**src/isodte_pkg.sv**
```systemverilog
// isodte_pkg: shared widths, constants, control struct and the month table
// for the disc date to epoch seconds converter; no dependencies
`default_nettype none

package isodte_pkg;

    localparam int YearW = 14;
    localparam int DaysW = 24;
    localparam int SecsW = 39;
    localparam int UsecW = 20;
    localparam int HmsW  = 20;
    localparam int SmallW = 22;

    // floor(x / 100) == (x * Recip100) >> Recip100Shift for every x below 2**14
    localparam logic [12:0] Recip100      = 13'd5243;
    localparam int          Recip100Shift = 19;

    // days from 0000-12-31 to 1970-01-01
    localparam logic signed [DaysW:0] EpochDays = 25'sd719163;
    // days from 0000-12-31 back to the start of year zero, hence negative
    localparam logic signed [DaysW:0] YearZeroDays = -25'sd365;

    localparam logic signed [17:0] SecsPerDay  = 18'sd86400;
    localparam logic [9:0]         SecsPerStep = 10'd900;
    localparam logic [13:0]        UsecPerHund = 14'd10000;
    localparam logic [6:0]         HundMax     = 7'd99;

    localparam logic [7:0] MonthFirst = 8'd1;
    localparam logic [7:0] MonthLast  = 8'd12;
    localparam logic [7:0] DayFirst   = 8'd1;
    localparam logic [7:0] DayLast    = 8'd31;
    localparam logic [7:0] MonthMar   = 8'd3;

    typedef struct packed {
        logic valid;
        logic date_ok;
    } t_stage_ctl;

    // days before the first of a month, index is month - 1
    function automatic logic [8:0] days_before(input logic [3:0] m0);
        logic [8:0] d;
        case (m0)
            4'd0:    d = 9'd0;
            4'd1:    d = 9'd31;
            4'd2:    d = 9'd59;
            4'd3:    d = 9'd90;
            4'd4:    d = 9'd120;
            4'd5:    d = 9'd151;
            4'd6:    d = 9'd181;
            4'd7:    d = 9'd212;
            4'd8:    d = 9'd243;
            4'd9:    d = 9'd273;
            4'd10:   d = 9'd304;
            4'd11:   d = 9'd334;
            default: d = 9'd0;
        endcase
        return d;
    endfunction

endpackage

`default_nettype wire

```
**src/isodte_if.sv**
```systemverilog
// isodte_in_if / isodte_out_if: valid-ready channels carrying one date item
// and one epoch result item; no dependencies
`default_nettype none

interface isodte_in_if;
    logic              valid;
    logic              ready;
    logic              req_type;
    logic [13:0]       year;
    logic [7:0]        month;
    logic [7:0]        day;
    logic [7:0]        hour;
    logic [7:0]        minute;
    logic [7:0]        second;
    logic [6:0]        hundredths;
    logic signed [7:0] gmt_offset;

    modport source (
        output valid, req_type, year, month, day, hour, minute, second,
               hundredths, gmt_offset,
        input  ready
    );
    modport sink (
        input  valid, req_type, year, month, day, hour, minute, second,
               hundredths, gmt_offset,
        output ready
    );
endinterface

interface isodte_out_if;
    logic               valid;
    logic               ready;
    logic signed [38:0] epoch_seconds;
    logic [19:0]        microseconds;

    modport source (
        output valid, epoch_seconds, microseconds,
        input  ready
    );
    modport sink (
        input  valid, epoch_seconds, microseconds,
        output ready
    );
endinterface

`default_nettype wire

```
**src/isodte_day_count.sv**
```systemverilog
// isodte_day_count: two-stage pipeline turning year, month and day into a
// signed day count from 1970-01-01; uses isodte_pkg
`default_nettype none

module isodte_day_count
    import isodte_pkg::*;
(
    input  wire logic                    i_clk,
    input  wire logic                    i_rst_n,
    input  wire logic                    i_en,
    input  wire logic                    i_valid,
    input  wire logic [YearW-1:0]        i_year,
    input  wire logic [7:0]              i_month,
    input  wire logic [7:0]              i_day,
    output      t_stage_ctl              o_ctl,
    output      logic signed [DaysW-1:0] o_days
);

    // stage 1: reciprocal products for the century and 400-year counts, month table, date check
    logic             r1_valid;
    logic             r1_ok;
    logic             r1_year0;
    logic [YearW-1:0] r1_y;
    logic [YearW-1:0] r1_year;
    logic [26:0]      r1_py100;
    logic [24:0]      r1_py400;
    logic [26:0]      r1_pyr100;
    logic [8:0]       r1_dbm;
    logic             r1_mar;
    logic [7:0]       r1_day;

    logic             n1_ok;
    logic [YearW-1:0] n1_y;

    always_comb begin
        n1_ok = (i_month inside {[MonthFirst:MonthLast]})
             && (i_day inside {[DayFirst:DayLast]});
        n1_y  = i_year - YearW'(1);
    end

    always_ff @(posedge i_clk) begin
        if (!i_rst_n) begin
            r1_valid <= 1'b0;
        end else if (i_en) begin
            r1_valid <= i_valid;
        end
    end

    always_ff @(posedge i_clk) begin
        if (i_en) begin
            r1_ok     <= n1_ok;
            r1_year0  <= (i_year == '0);
            r1_y      <= n1_y;
            r1_year   <= i_year;
            r1_py100  <= 27'(n1_y) * 27'(Recip100);
            r1_py400  <= 25'(n1_y[YearW-1:2]) * 25'(Recip100);
            r1_pyr100 <= 27'(i_year) * 27'(Recip100);
            r1_dbm    <= days_before(i_month[3:0] - 4'd1);
            r1_mar    <= (i_month >= MonthMar);
            r1_day    <= i_day;
        end
    end

    // stage 2: days through the previous year, month table, leap day
    logic [7:0]             q100;
    logic [5:0]             q400;
    logic [7:0]             qy100;
    logic                   leap;
    logic signed [DaysW:0]  dt;
    logic signed [DaysW:0]  n2_days;

    always_comb begin
        q100  = r1_py100[Recip100Shift +: 8];
        q400  = r1_py400[Recip100Shift +: 6];
        qy100 = r1_pyr100[Recip100Shift +: 8];
        leap  = (r1_year[1:0] == 2'b00)
             && ((r1_year != 14'(qy100) * 14'd100) || (qy100[1:0] == 2'b00));
        if (r1_year0) begin
            dt = YearZeroDays;
        end else begin
            dt = signed'(25'(r1_y) * 25'd365 + 25'(r1_y[YearW-1:2])
                 - 25'(q100) + 25'(q400) + 25'd1);
        end
        n2_days = dt - EpochDays + signed'(25'(r1_dbm))
                + signed'(25'(r1_mar && leap)) + signed'(25'(r1_day)) - 25'sd1;
    end

    logic                    r2_valid;
    logic                    r2_ok;
    logic signed [DaysW-1:0] r2_days;

    always_ff @(posedge i_clk) begin
        if (!i_rst_n) begin
            r2_valid <= 1'b0;
        end else if (i_en) begin
            r2_valid <= r1_valid;
        end
    end

    always_ff @(posedge i_clk) begin
        if (i_en) begin
            r2_ok   <= r1_ok;
            r2_days <= n2_days[DaysW-1:0];
        end
    end

    assign o_ctl.valid   = r2_valid;
    assign o_ctl.date_ok = r2_ok;
    assign o_days        = r2_days;

    // a checked date stays within the span of 14-bit years
    a_days_range: assert property (@(posedge i_clk) disable iff (!i_rst_n)
        r2_valid && r2_ok |-> (r2_days >= -24'sd719528) && (r2_days <= 24'sd5264830))
        else $error("day count out of range");

endmodule

`default_nettype wire

```
**src/iso9660_date_to_epoch.sv**
```systemverilog
// iso9660_date_to_epoch: top level, converts a disc date record into signed
// epoch seconds and microseconds; uses isodte_pkg, isodte_if, isodte_day_count
`default_nettype none

// usage
//   i_in is a valid-ready sink carrying one date item: format select, year,
//   month, day, hour, minute, second, hundredths and utc offset in quarter hours
//   o_out is a valid-ready source carrying one result item per date item:
//   signed seconds since 1970-01-01 utc and a microsecond part
//   a month outside 1..12 or a day outside 1..31 gives an all-zero result
//   pipeline: four register stages; the accepting edge loads stage 1, each
//   advance moves the item on, and o_out.valid rises once stage 4 holds it
//     stage 1  reciprocal products, month table, time of day, offset seconds
//     stage 2  day count, time of day minus offset
//     stage 3  day count times seconds per day (24 x 18 multiplier)
//     stage 4  final add into the output register
//   throughput: one item per cycle when not stalled, the pipeline has no loop
//   stall: the whole pipeline holds while the output register keeps an item
//   that o_out has not taken; i_in.ready is low only then, so nothing is lost
//   or repeated and empty stages do not stop new items
//   reset: synchronous active low, clears the valid bits of every stage

module iso9660_date_to_epoch
    import isodte_pkg::*;
(
    input  wire logic      i_clk,
    input  wire logic      i_rst_n,
    isodte_in_if.sink      i_in,
    isodte_out_if.source   o_out
);

    // pipeline advance: the output register is empty or being drained
    logic en;
    logic r4_valid;

    assign en         = !r4_valid || o_out.ready;
    assign i_in.ready = en;

    // day count lives in its own two stages
    t_stage_ctl              days_ctl;
    logic signed [DaysW-1:0] days;

    isodte_day_count u_day_count (
        .i_clk   (i_clk),
        .i_rst_n (i_rst_n),
        .i_en    (en),
        .i_valid (i_in.valid),
        .i_year  (i_in.year),
        .i_month (i_in.month),
        .i_day   (i_in.day),
        .o_ctl   (days_ctl),
        .o_days  (days)
    );

    // stage 1: time of day in seconds, offset in seconds, microseconds
    logic [6:0]        hund_clamped;
    logic [HmsW-1:0]   n1_hms;
    logic [UsecW-1:0]  n1_usec;

    always_comb begin
        hund_clamped = (i_in.hundredths > HundMax) ? HundMax : i_in.hundredths;
        n1_hms  = HmsW'(i_in.hour) * HmsW'(12'd3600)
                + HmsW'(i_in.minute) * HmsW'(6'd60)
                + HmsW'(i_in.second);
        // short format never carries a sub-second part
        n1_usec = i_in.req_type ? UsecW'(hund_clamped) * UsecW'(UsecPerHund) : '0;
    end

    logic [HmsW-1:0]    r1_hms;
    logic signed [17:0] r1_off_secs;
    logic [UsecW-1:0]   r1_usec;

    always_ff @(posedge i_clk) begin
        if (en) begin
            r1_hms      <= n1_hms;
            r1_off_secs <= 18'(i_in.gmt_offset) * signed'({8'd0, SecsPerStep});
            r1_usec     <= n1_usec;
        end
    end

    // stage 2: local time of day shifted to utc
    logic signed [SmallW-1:0] r2_small;
    logic [UsecW-1:0]         r2_usec;

    always_ff @(posedge i_clk) begin
        if (en) begin
            r2_small <= signed'(SmallW'(r1_hms)) - SmallW'(r1_off_secs);
            r2_usec  <= r1_usec;
        end
    end

    // stage 3: whole days to seconds, kept modulo 2**39
    logic signed [DaysW+17:0] day_secs;
    logic                     r3_valid;
    logic                     r3_ok;
    logic signed [SecsW-1:0]  r3_day_secs;
    logic signed [SmallW-1:0] r3_small;
    logic [UsecW-1:0]         r3_usec;

    assign day_secs = days * SecsPerDay;

    always_ff @(posedge i_clk) begin
        if (!i_rst_n) begin
            r3_valid <= 1'b0;
        end else if (en) begin
            r3_valid <= days_ctl.valid;
        end
    end

    always_ff @(posedge i_clk) begin
        if (en) begin
            r3_ok       <= days_ctl.date_ok;
            r3_day_secs <= day_secs[SecsW-1:0];
            r3_small    <= r2_small;
            r3_usec     <= r2_usec;
        end
    end

    // stage 4: output register, invalid dates read as zero
    logic signed [SecsW-1:0] r4_secs;
    logic [UsecW-1:0]        r4_usec;

    always_ff @(posedge i_clk) begin
        if (!i_rst_n) begin
            r4_valid <= 1'b0;
        end else if (en) begin
            r4_valid <= r3_valid;
        end
    end

    always_ff @(posedge i_clk) begin
        if (en) begin
            r4_secs <= r3_ok ? r3_day_secs + SecsW'(r3_small) : '0;
            r4_usec <= r3_ok ? r3_usec : '0;
        end
    end

    assign o_out.valid         = r4_valid;
    assign o_out.epoch_seconds = r4_secs;
    assign o_out.microseconds  = r4_usec;

    // an item accepted into a pipeline that then advances through stages 2, 3 and 4 without a stall is out
    a_latency: assert property (@(posedge i_clk) disable iff (!i_rst_n)
        (i_in.valid && i_in.ready) ##1 en ##1 en ##1 en |=> o_out.valid)
        else $error("item did not reach the output after four advances");

    // the sub-second part never exceeds the clamped hundredths
    a_usec_max: assert property (@(posedge i_clk) disable iff (!i_rst_n)
        o_out.valid |-> o_out.microseconds <= 20'd990000)
        else $error("microseconds above clamp");

    // invalid date yields zero seconds and zero microseconds together
    a_zero_pair: assert property (@(posedge i_clk) disable iff (!i_rst_n)
        en && r3_valid && !r3_ok |=> o_out.valid && (o_out.epoch_seconds == '0)
                                     && (o_out.microseconds == '0))
        else $error("invalid date not zeroed");

    // reset empties the output register
    a_reset_empty: assert property (@(posedge i_clk)
        !i_rst_n |=> !o_out.valid)
        else $error("output valid after reset");

endmodule

`default_nettype wire
```
**src/flat_wrapper.sv**
```systemverilog
// flat-port wrapper written by rule: the top's interface ports become plain ports
module iso9660_date_to_epoch_flat import isodte_pkg::*;
  (i_clk, i_rst_n, i_in_valid, i_in_req_type, i_in_year, i_in_month, i_in_day, i_in_hour, i_in_minute, i_in_second, i_in_hundredths, i_in_gmt_offset, i_in_ready, o_out_valid, o_out_epoch_seconds, o_out_microseconds, o_out_ready);
  isodte_in_if i_in_i ();
  isodte_out_if o_out_i ();
  input  wire logic i_clk;
  input  wire logic i_rst_n;
  input wire logic [$bits(i_in_i.valid)-1:0] i_in_valid;
  input wire logic [$bits(i_in_i.req_type)-1:0] i_in_req_type;
  input wire logic [$bits(i_in_i.year)-1:0] i_in_year;
  input wire logic [$bits(i_in_i.month)-1:0] i_in_month;
  input wire logic [$bits(i_in_i.day)-1:0] i_in_day;
  input wire logic [$bits(i_in_i.hour)-1:0] i_in_hour;
  input wire logic [$bits(i_in_i.minute)-1:0] i_in_minute;
  input wire logic [$bits(i_in_i.second)-1:0] i_in_second;
  input wire logic [$bits(i_in_i.hundredths)-1:0] i_in_hundredths;
  input wire logic [$bits(i_in_i.gmt_offset)-1:0] i_in_gmt_offset;
  output wire logic [$bits(i_in_i.ready)-1:0] i_in_ready;
  output wire logic [$bits(o_out_i.valid)-1:0] o_out_valid;
  output wire logic [$bits(o_out_i.epoch_seconds)-1:0] o_out_epoch_seconds;
  output wire logic [$bits(o_out_i.microseconds)-1:0] o_out_microseconds;
  input wire logic [$bits(o_out_i.ready)-1:0] o_out_ready;
  assign i_in_i.valid = i_in_valid;
  assign i_in_i.req_type = i_in_req_type;
  assign i_in_i.year = i_in_year;
  assign i_in_i.month = i_in_month;
  assign i_in_i.day = i_in_day;
  assign i_in_i.hour = i_in_hour;
  assign i_in_i.minute = i_in_minute;
  assign i_in_i.second = i_in_second;
  assign i_in_i.hundredths = i_in_hundredths;
  assign i_in_i.gmt_offset = i_in_gmt_offset;
  assign i_in_ready = i_in_i.ready;
  assign o_out_valid = o_out_i.valid;
  assign o_out_epoch_seconds = o_out_i.epoch_seconds;
  assign o_out_microseconds = o_out_i.microseconds;
  assign o_out_i.ready = o_out_ready;
  iso9660_date_to_epoch u_core (.i_clk(i_clk), .i_rst_n(i_rst_n), .i_in(i_in_i), .o_out(o_out_i));
endmodule
```
**config.mk**
```make
export PLATFORM = sky130hd
export DESIGN_NAME = iso9660_date_to_epoch_flat
export DESIGN_NICKNAME = d
export VERILOG_FILES = /design/src/isodte_pkg.sv /design/src/isodte_if.sv /design/src/isodte_day_count.sv /design/src/iso9660_date_to_epoch.sv /design/src/flat_wrapper.sv
export SDC_FILE = /design/constraint.sdc
export NUM_CORES = 2
export LEC_CHECK = 0
export ABC_AREA = 1
export BUFFER_PORTS_ARGS = -buffer_cell sky130_fd_sc_hd__buf_2
export CORE_ASPECT_RATIO = 1.25
export CORE_MARGIN = 3
export CORE_UTILIZATION = 64
export DETAILED_ROUTE_END_ITERATION = 8
export PLACE_DENSITY = 0.78
export SYNTH_ARGS = -nofsm -noshare
export SYNTH_HDL_FRONTEND = slang
export SYNTH_HIERARCHICAL = 1
export SYNTH_SLANG_ARGS = --single-unit
```
**constraint.sdc**
```tcl
create_clock -name i_clk -period 13.9 [get_ports i_clk]
set_clock_uncertainty 0.05 [all_clocks]
set_input_delay 3.475 -clock i_clk [delete_from_list [all_inputs] [get_ports i_clk]]
set_output_delay 3.475 -clock i_clk [all_outputs]
set_load 0.03 [all_outputs]
```
==> After elaboration in Yosys (flattened, before gate mapping) <==
Memories as Yosys holds them, arrays and structs flattened. A register that Yosys moved wholly into a read port is not among the register bits.
Index checks and enable logic that the tools add are counted.
{ "totals": {"latch_bits": 0, "regBits": 379, "word_cells": 73, "mem_bits_ro": 144, "in_bits": 74, "ram_bits": 0, "mem_count": 1} }
{ "classes": {"n_shift": 0, "n_mul": 10, "div_mod_pow": 0, "n_lt_le_gt_ge": 6, "n_mux": 2, "add_sub_neg": 15, "bitwise": 0, "n_reduce_logical": 11, "n_eq_ne": 1} }
{ "mem_list": {"columns": ["name", "depth", "word_bits", "read_ports", "rd_ports_with_merged_regs", "wr", "line_no", "text"], "rows": [
  ["(name not given)", 16, 9, 1, 1, 0, "isodte_pkg.sv:42", "case (m0)"]
]} }
{ "ops": {"columns": ["operator", "n"], "rows": [
  ["14-bit by 13-bit multiplier with 27-bit output (second input constant)", 2],
  ["39-bit adder", 1],
  ["24-bit by 11-bit multiplier with 32-bit output (second input constant)", 1],
  ["12-bit by 13-bit multiplier with 25-bit output (second input constant)", 1],
  ["23-bit by 12-bit adder with 24-bit output", 1],
  ["24-bit by 1-bit adder with 24-bit output (second input constant)", 1],
  ["24-bit by 10-bit adder with 24-bit output", 1],
  ["24-bit by 2-bit adder with 24-bit output", 1],
  ["24-bit by 6-bit adder with 24-bit output", 1],
  ["24-bit by 9-bit adder with 24-bit output", 1],
  ["24-bit two-way mux", 1],
  ["24-bit by 2-bit subtractor with 24-bit output (second input constant)", 1],
  ["24-bit by 21-bit subtractor with 24-bit output (second input constant)", 1],
  ["24-bit by 8-bit subtractor with 24-bit output", 1],
  ["14-bit by 9-bit multiplier with 23-bit output (second input constant)", 1],
  ["21-bit by 18-bit subtractor with 22-bit output", 1],
  ["20-bit by 14-bit adder with 20-bit output", 1],
  ["20-bit by 8-bit adder with 20-bit output", 1],
  ["8-bit by 1-bit greater-or-equal comparator with 1-bit output (second input constant)", 2],
  ["7-bit by 10-bit multiplier with 16-bit output (second input constant)", 1],
  ["8-bit by 8-bit multiplier with 16-bit output (second input constant)", 1],
  ["8-bit by 9-bit multiplier with 16-bit output (second input constant)", 1],
  ["14-bit logical NOT", 1],
  ["14-bit != test", 1],
  ["other kinds (13)", 19]
]} }

==> Logic depth before layout (Yosys ltp) <==
{ "depth": {"ltp_word": 11, "mapped_depth": 34} }

==> Cells and area by module <==
The synthesis kept the hierarchy.
{ "by_module_without_submodules": {"columns": ["mod", "area_per_inst_um2", "instances", "cells_each", "seq_area_each_um2"], "rows": [
  ["iso9660_date_to_epoch", 19862.8, 1, 2305, 6526.3],
  ["isodte_day_count", 19711.4, 1, 2155, 2892.8]
]} }

==> Worst setup path after synthesis <==
OpenSTA, ideal clock, no wires.
{ "synth_timing": {"path_type": "input-to-output", "startpoint": "input o_out_ready", "endpoint": "output i_in_ready", "t_required_ns": 10.375, "cell_stages": 2, "setup_slack_ns": 0.655, "arrival_time_ns": 9.720, "cell_sequence": "nor2_1 > inv_1"} }
{ "synth_via": {"elab_chain_cells": 1} }
{ "synth_rtl": {"columns": ["item", "line_no", "text"], "rows": [
  ["start, declared", "flat_wrapper.sv:22", "input wire logic [$bits(o_out_i.ready)-1:0] o_out_ready;"],
  ["1-bit logical OR", "iso9660_date_to_epoch.sv:36", "assign en = !r4_valid || o_out.ready;"],
  ["end, declared", "flat_wrapper.sv:18", "output wire logic [$bits(i_in_i.ready)-1:0] i_in_ready;"]
]} }
Every way passes these cells.

==> Worst setup path in the final report <==
{ "layout_timing": {"startpoint": "input i_in_year[0]", "endpoint": "register u_core.u_day_count.r1_py100[24], data pin"} }
{ "layout_via": {"elab_chain_cells": 2} }
{ "layout_rtl": {"columns": ["item", "line_no", "text"], "rows": [
  ["start, declared", "flat_wrapper.sv:10", "input wire logic [$bits(i_in_i.year)-1:0] i_in_year;"],
  ["14-bit by 1-bit subtractor with 14-bit output", "isodte_day_count.sv:38", "n1_y = i_year - YearW'(1);"],
  ["net u_core.u_day_count.n1_y[0]", "isodte_day_count.sv:33", "logic [YearW-1:0] n1_y;"],
  ["14-bit by 13-bit multiplier with 27-bit output", "isodte_day_count.sv:55", "r1_py100 <= 27'(n1_y) * 27'(Recip100);"],
  ["end signal, assigned", "isodte_day_count.sv:55", null],
  ["end, declared", "isodte_day_count.sv:25", "logic [26:0] r1_py100;"]
]} }
The timed path passes the listed nets, and every way through them passes these cells.
A chain may end at the register's enable or synchronous reset.

==> metrics.md <==
| Metric | Value |
|---|---|
| Worst-Margin Slew | `1220 ps` |
| DP Wirelength | `70800 um` |
| Hold buffers post-CTS | `0` |
| Vias post-DR | `28700` |
| Initial core utilization | `0.648` |
| Yosys top cell by area | `edfxtp_1` |
| Die width | `228 um` |
| TritonCTS clock tree | `yes` |
| Wire length per cell | `15.1 um` |
| Top FF cell, synth | `edfxtp_1` |
| CP Class | `primary input to flop` |
| Die area | `64900 um^2` |
| Vias in the first global route | `29900` |
| Drt via density | `5.25` |
| Number of synthesized register bits | `315` |
| Core area | `61000 um^2` |
| HP Class | `flop to flop` |
| TNS Setup | `0 ps` |
| Largest net degree at the start of global routing | `96` |
| Synth cell types | `50` |
| Post-CTS Setup Bufs | `0` |
| CP endpoint kind | `flop` |
| Post-CTS sizing | `0` |
| Metal1 wirelength | `33300 um` |
| Top cells by area, synth | `edfxtp_1 (24%), ha_1 (23%), fa_1 (19%), inv_1 (11%), nand2_1 (7.0%)` |
| IO buf count | `130` |
| CTS Buf Count | `31` |
| FMAX | `107 MHz` |
| Warnings from Yosys | `6` |
| I/O pins | `135` |
| Worst EP required | `14200 ps` |
| Post-route clock period utilization | `0.674` |
| Combinational family with the most area after synthesis | `adder cells` |
| Row count | `101` |
| Avg Cell Area, Syn | `8.87 um^2` |
| Share of the yosys chip area belonging to registers | `0.238` |
| Setup violations, final | `0` |
| Antenna viol nets, final | `0` |
| Final hold violation count | `0` |
| Clock transition at path regs | `70 ps` |
| Routed met3 length | `2890 um` |
| Slew Limit Fails | `0` |
| RSZ-0062 raised after global routing | `no` |
| 1st-iter DRT viols | `1316` |
| Status | `finished, final reports clean` |
| Remaining Overflow, GRT | `0` |
| Area delta synth->final | `6.79%` |
| Multiplexer share of the synthesized area | `0` |
| Cell Area, Synth | `39600 um^2` |
| First-pass GRT wire length | `140000 um` |
| Number of synthesized flops with an enable pin | `311` |
| Antenna violations before repair | `11` |
| Worst slew margin | `0.187` |
| Asr flop ratio synth | `0` |
| Clock root cell | `clkbuf_16` |
| Mapped Cells | `4460` |
| Clock sink total | `315` |
| Clk_lat worst skew | `600 ps` |
| Residual DRC | `0` |
| First-pass DRT Iterations | `8` |
| Global-route usage over all layers | `0.260` |
| Max Root-Sink Buffers | `3` |
| Worst-path fanout max | `9` |
| Nets | `5792` |
| Layout cells sized above 1 | `0.0610` |
| Final min period | `9370 ps` |
| Gpl congestion | `0.923` |
| DRT Wirelength | `82500 um` |
| Post-synth top area share | `0.236` |
| Max-Cap Viols | `0` |
| Simple logic cell fraction of the synthesized area | `0.145` |
| Compound-Gate Fraction of Synth Area | `0.0583` |
| WL met2 | `43400 um` |
| Post-Synth XOR/XNOR Area | `0.0301` |
| Adder-cell share of the synthesized area | `0.418` |
| Worst Path Arrival | `9670 ps` |
| Top Layer Used | `met5` |
| Chip height | `284 um` |
| Startpoint types | `primary input` |
| CTS H-tree lvls | `1` |
## flip-flops by register name, summed over array words and instances (netlist names), 6 cells and up
| signal | count |
|---|---|
| u_core/o_out.epoch_seconds | 39 |
| u_core/r3_day_secs | 32 |
| u_core/u_day_count/o_days | 24 |
| u_core/r2_small | 22 |
| u_core/r3_small | 22 |
| u_core/r1_hms | 20 |
| u_core/o_out.microseconds | 16 |
| u_core/r1_off_secs | 16 |
| u_core/r1_usec | 16 |
| u_core/r2_usec | 16 |
| u_core/r3_usec | 16 |
| u_core/u_day_count/r1_y | 14 |
| u_core/u_day_count/r1_year | 14 |
| u_core/u_day_count/r1_dbm | 9 |
| u_core/u_day_count/r1_day | 8 |
| u_core/u_day_count/r1_py100 | 8 |
| u_core/u_day_count/r1_pyr100 | 8 |
| u_core/u_day_count/r1_py400 | 6 |
## worst max-delay path: stages
cell      delay [ps]
buf_2            200
inv_1            200
ha_1             310
o21ai_0          370
nor2_1           130
o21bai_1         200
xor2_1           560
inv_1            320
ha_1             460
fa_1             520
fa_1             520
inv_1             60
fa_1             470
fa_1             550
inv_1             40
ha_1             330
a21o_1           200
a31oi_1          110
o21ai_0          100
nand2_1           70
nand3_1          170
a31oi_1          210
xor2_1            90
## logic make-up after synthesis
family | Yosys count
simple gates | 1341
buf+inv | 1151
fa+ha+maj | 1100
compound gates | 416
flops | 315
xor+xnor | 136
other cells | 1
## through the flow
step	util	setup slack [ps]	cell area (um^2)	instances	hold WS (ps)
global route	0.692	4060	42300	5467	372
detailed placement	0.676	3900	41200	5409	355
CTS	0.692	4520	42200	5466	364
global placement	0.676	4030	41200	5409	351
finish	0.692	4530	42300	5471	360
floorplan	-	655	39600	4463	350
## area by class of cell
cell class | count | area (um^2)
Tap cell | 824 | 1030
Inverter | 1134 | 4260
Clock buffer | 35 | 791
Multi-Input combinational cell | 2997 | 25800
Antenna cell | 5 | 12.5
Sequential cell | 315 | 9420
Fill cell | 4845 | 18800
Clock inverter | 22 | 213
Timing Repair Buffer | 139 | 718
## layout by cell type (no fill, tap or decap), types with 16 or more instances in the layout
master | Yosys | layout
nand2_1 | 743 | 743
o21bai_1 | 18 | 18
a21oi_1 | 221 | 221
clkbuf_16 | 0 | 31
xnor2_1 | 37 | 37
a21o_1 | 16 | 16
nor2_1 | 252 | 252
o21ai_0 | 103 | 103
inv_1 | 1120 | 1119
ha_1 | 730 | 730
nand4_1 | 46 | 46
xor2_1 | 99 | 99
nand3_1 | 156 | 156
edfxtp_1 | 311 | 311
nor2_2 | 16 | 16
fa_1 | 370 | 370
nand2_2 | 29 | 29
buf_2 | 2 | 130
nor3_1 | 39 | 39
## path summary, 6_finish.rpt
check	startpoint	endpoint	slack [ps]	depth (start not counted)
min reg2reg	u_core/r1_usec[17]$_SDFFCE_PN0P_	u_core/r2_usec[17]$_DFFE_PP_	360	0
max	i_in_year[0]	u_core/u_day_count/r1_py100[24]$_DFFE_PP_	4530	23
max reg2reg	u_core/u_day_count/r1_y[4]$_DFFE_PP_	u_core/u_day_count/o_days[20]$_DFFE_PP_	7400	29
min	u_core/r1_usec[17]$_SDFFCE_PN0P_	u_core/r2_usec[17]$_DFFE_PP_	360	0
## cell usage after synthesis (13+ instances only)
| cell type | count |
|---|---|
| a21o_1 | 16 |
| a21oi_1 | 221 |
| a31oi_1 | 13 |
| edfxtp_1 | 311 |
| fa_1 | 370 |
| ha_1 | 730 |
| inv_1 | 1120 |
| nand2_1 | 743 |
| nand2_2 | 29 |
| nand3_1 | 156 |
| nand4_1 | 46 |
| nor2_1 | 252 |
| nor2_2 | 16 |
| nor3_1 | 39 |
| o21a_1 | 14 |
| o21ai_0 | 103 |
| o21bai_1 | 18 |
| xnor2_1 | 37 |
| xor2_1 | 99 |
## metal layers
layer | up-vias | track usage
li1 | 14400 | -
met1 | 13500 | 0.308
met2 | 541 | 0.493
met3 | 188 | 0.0270
met4 | 6 | 0.0837
met5 | - | 0
Power is not shown: default switching activity piles up to over one toggle a cycle in this logic, so the estimate is an artifact.
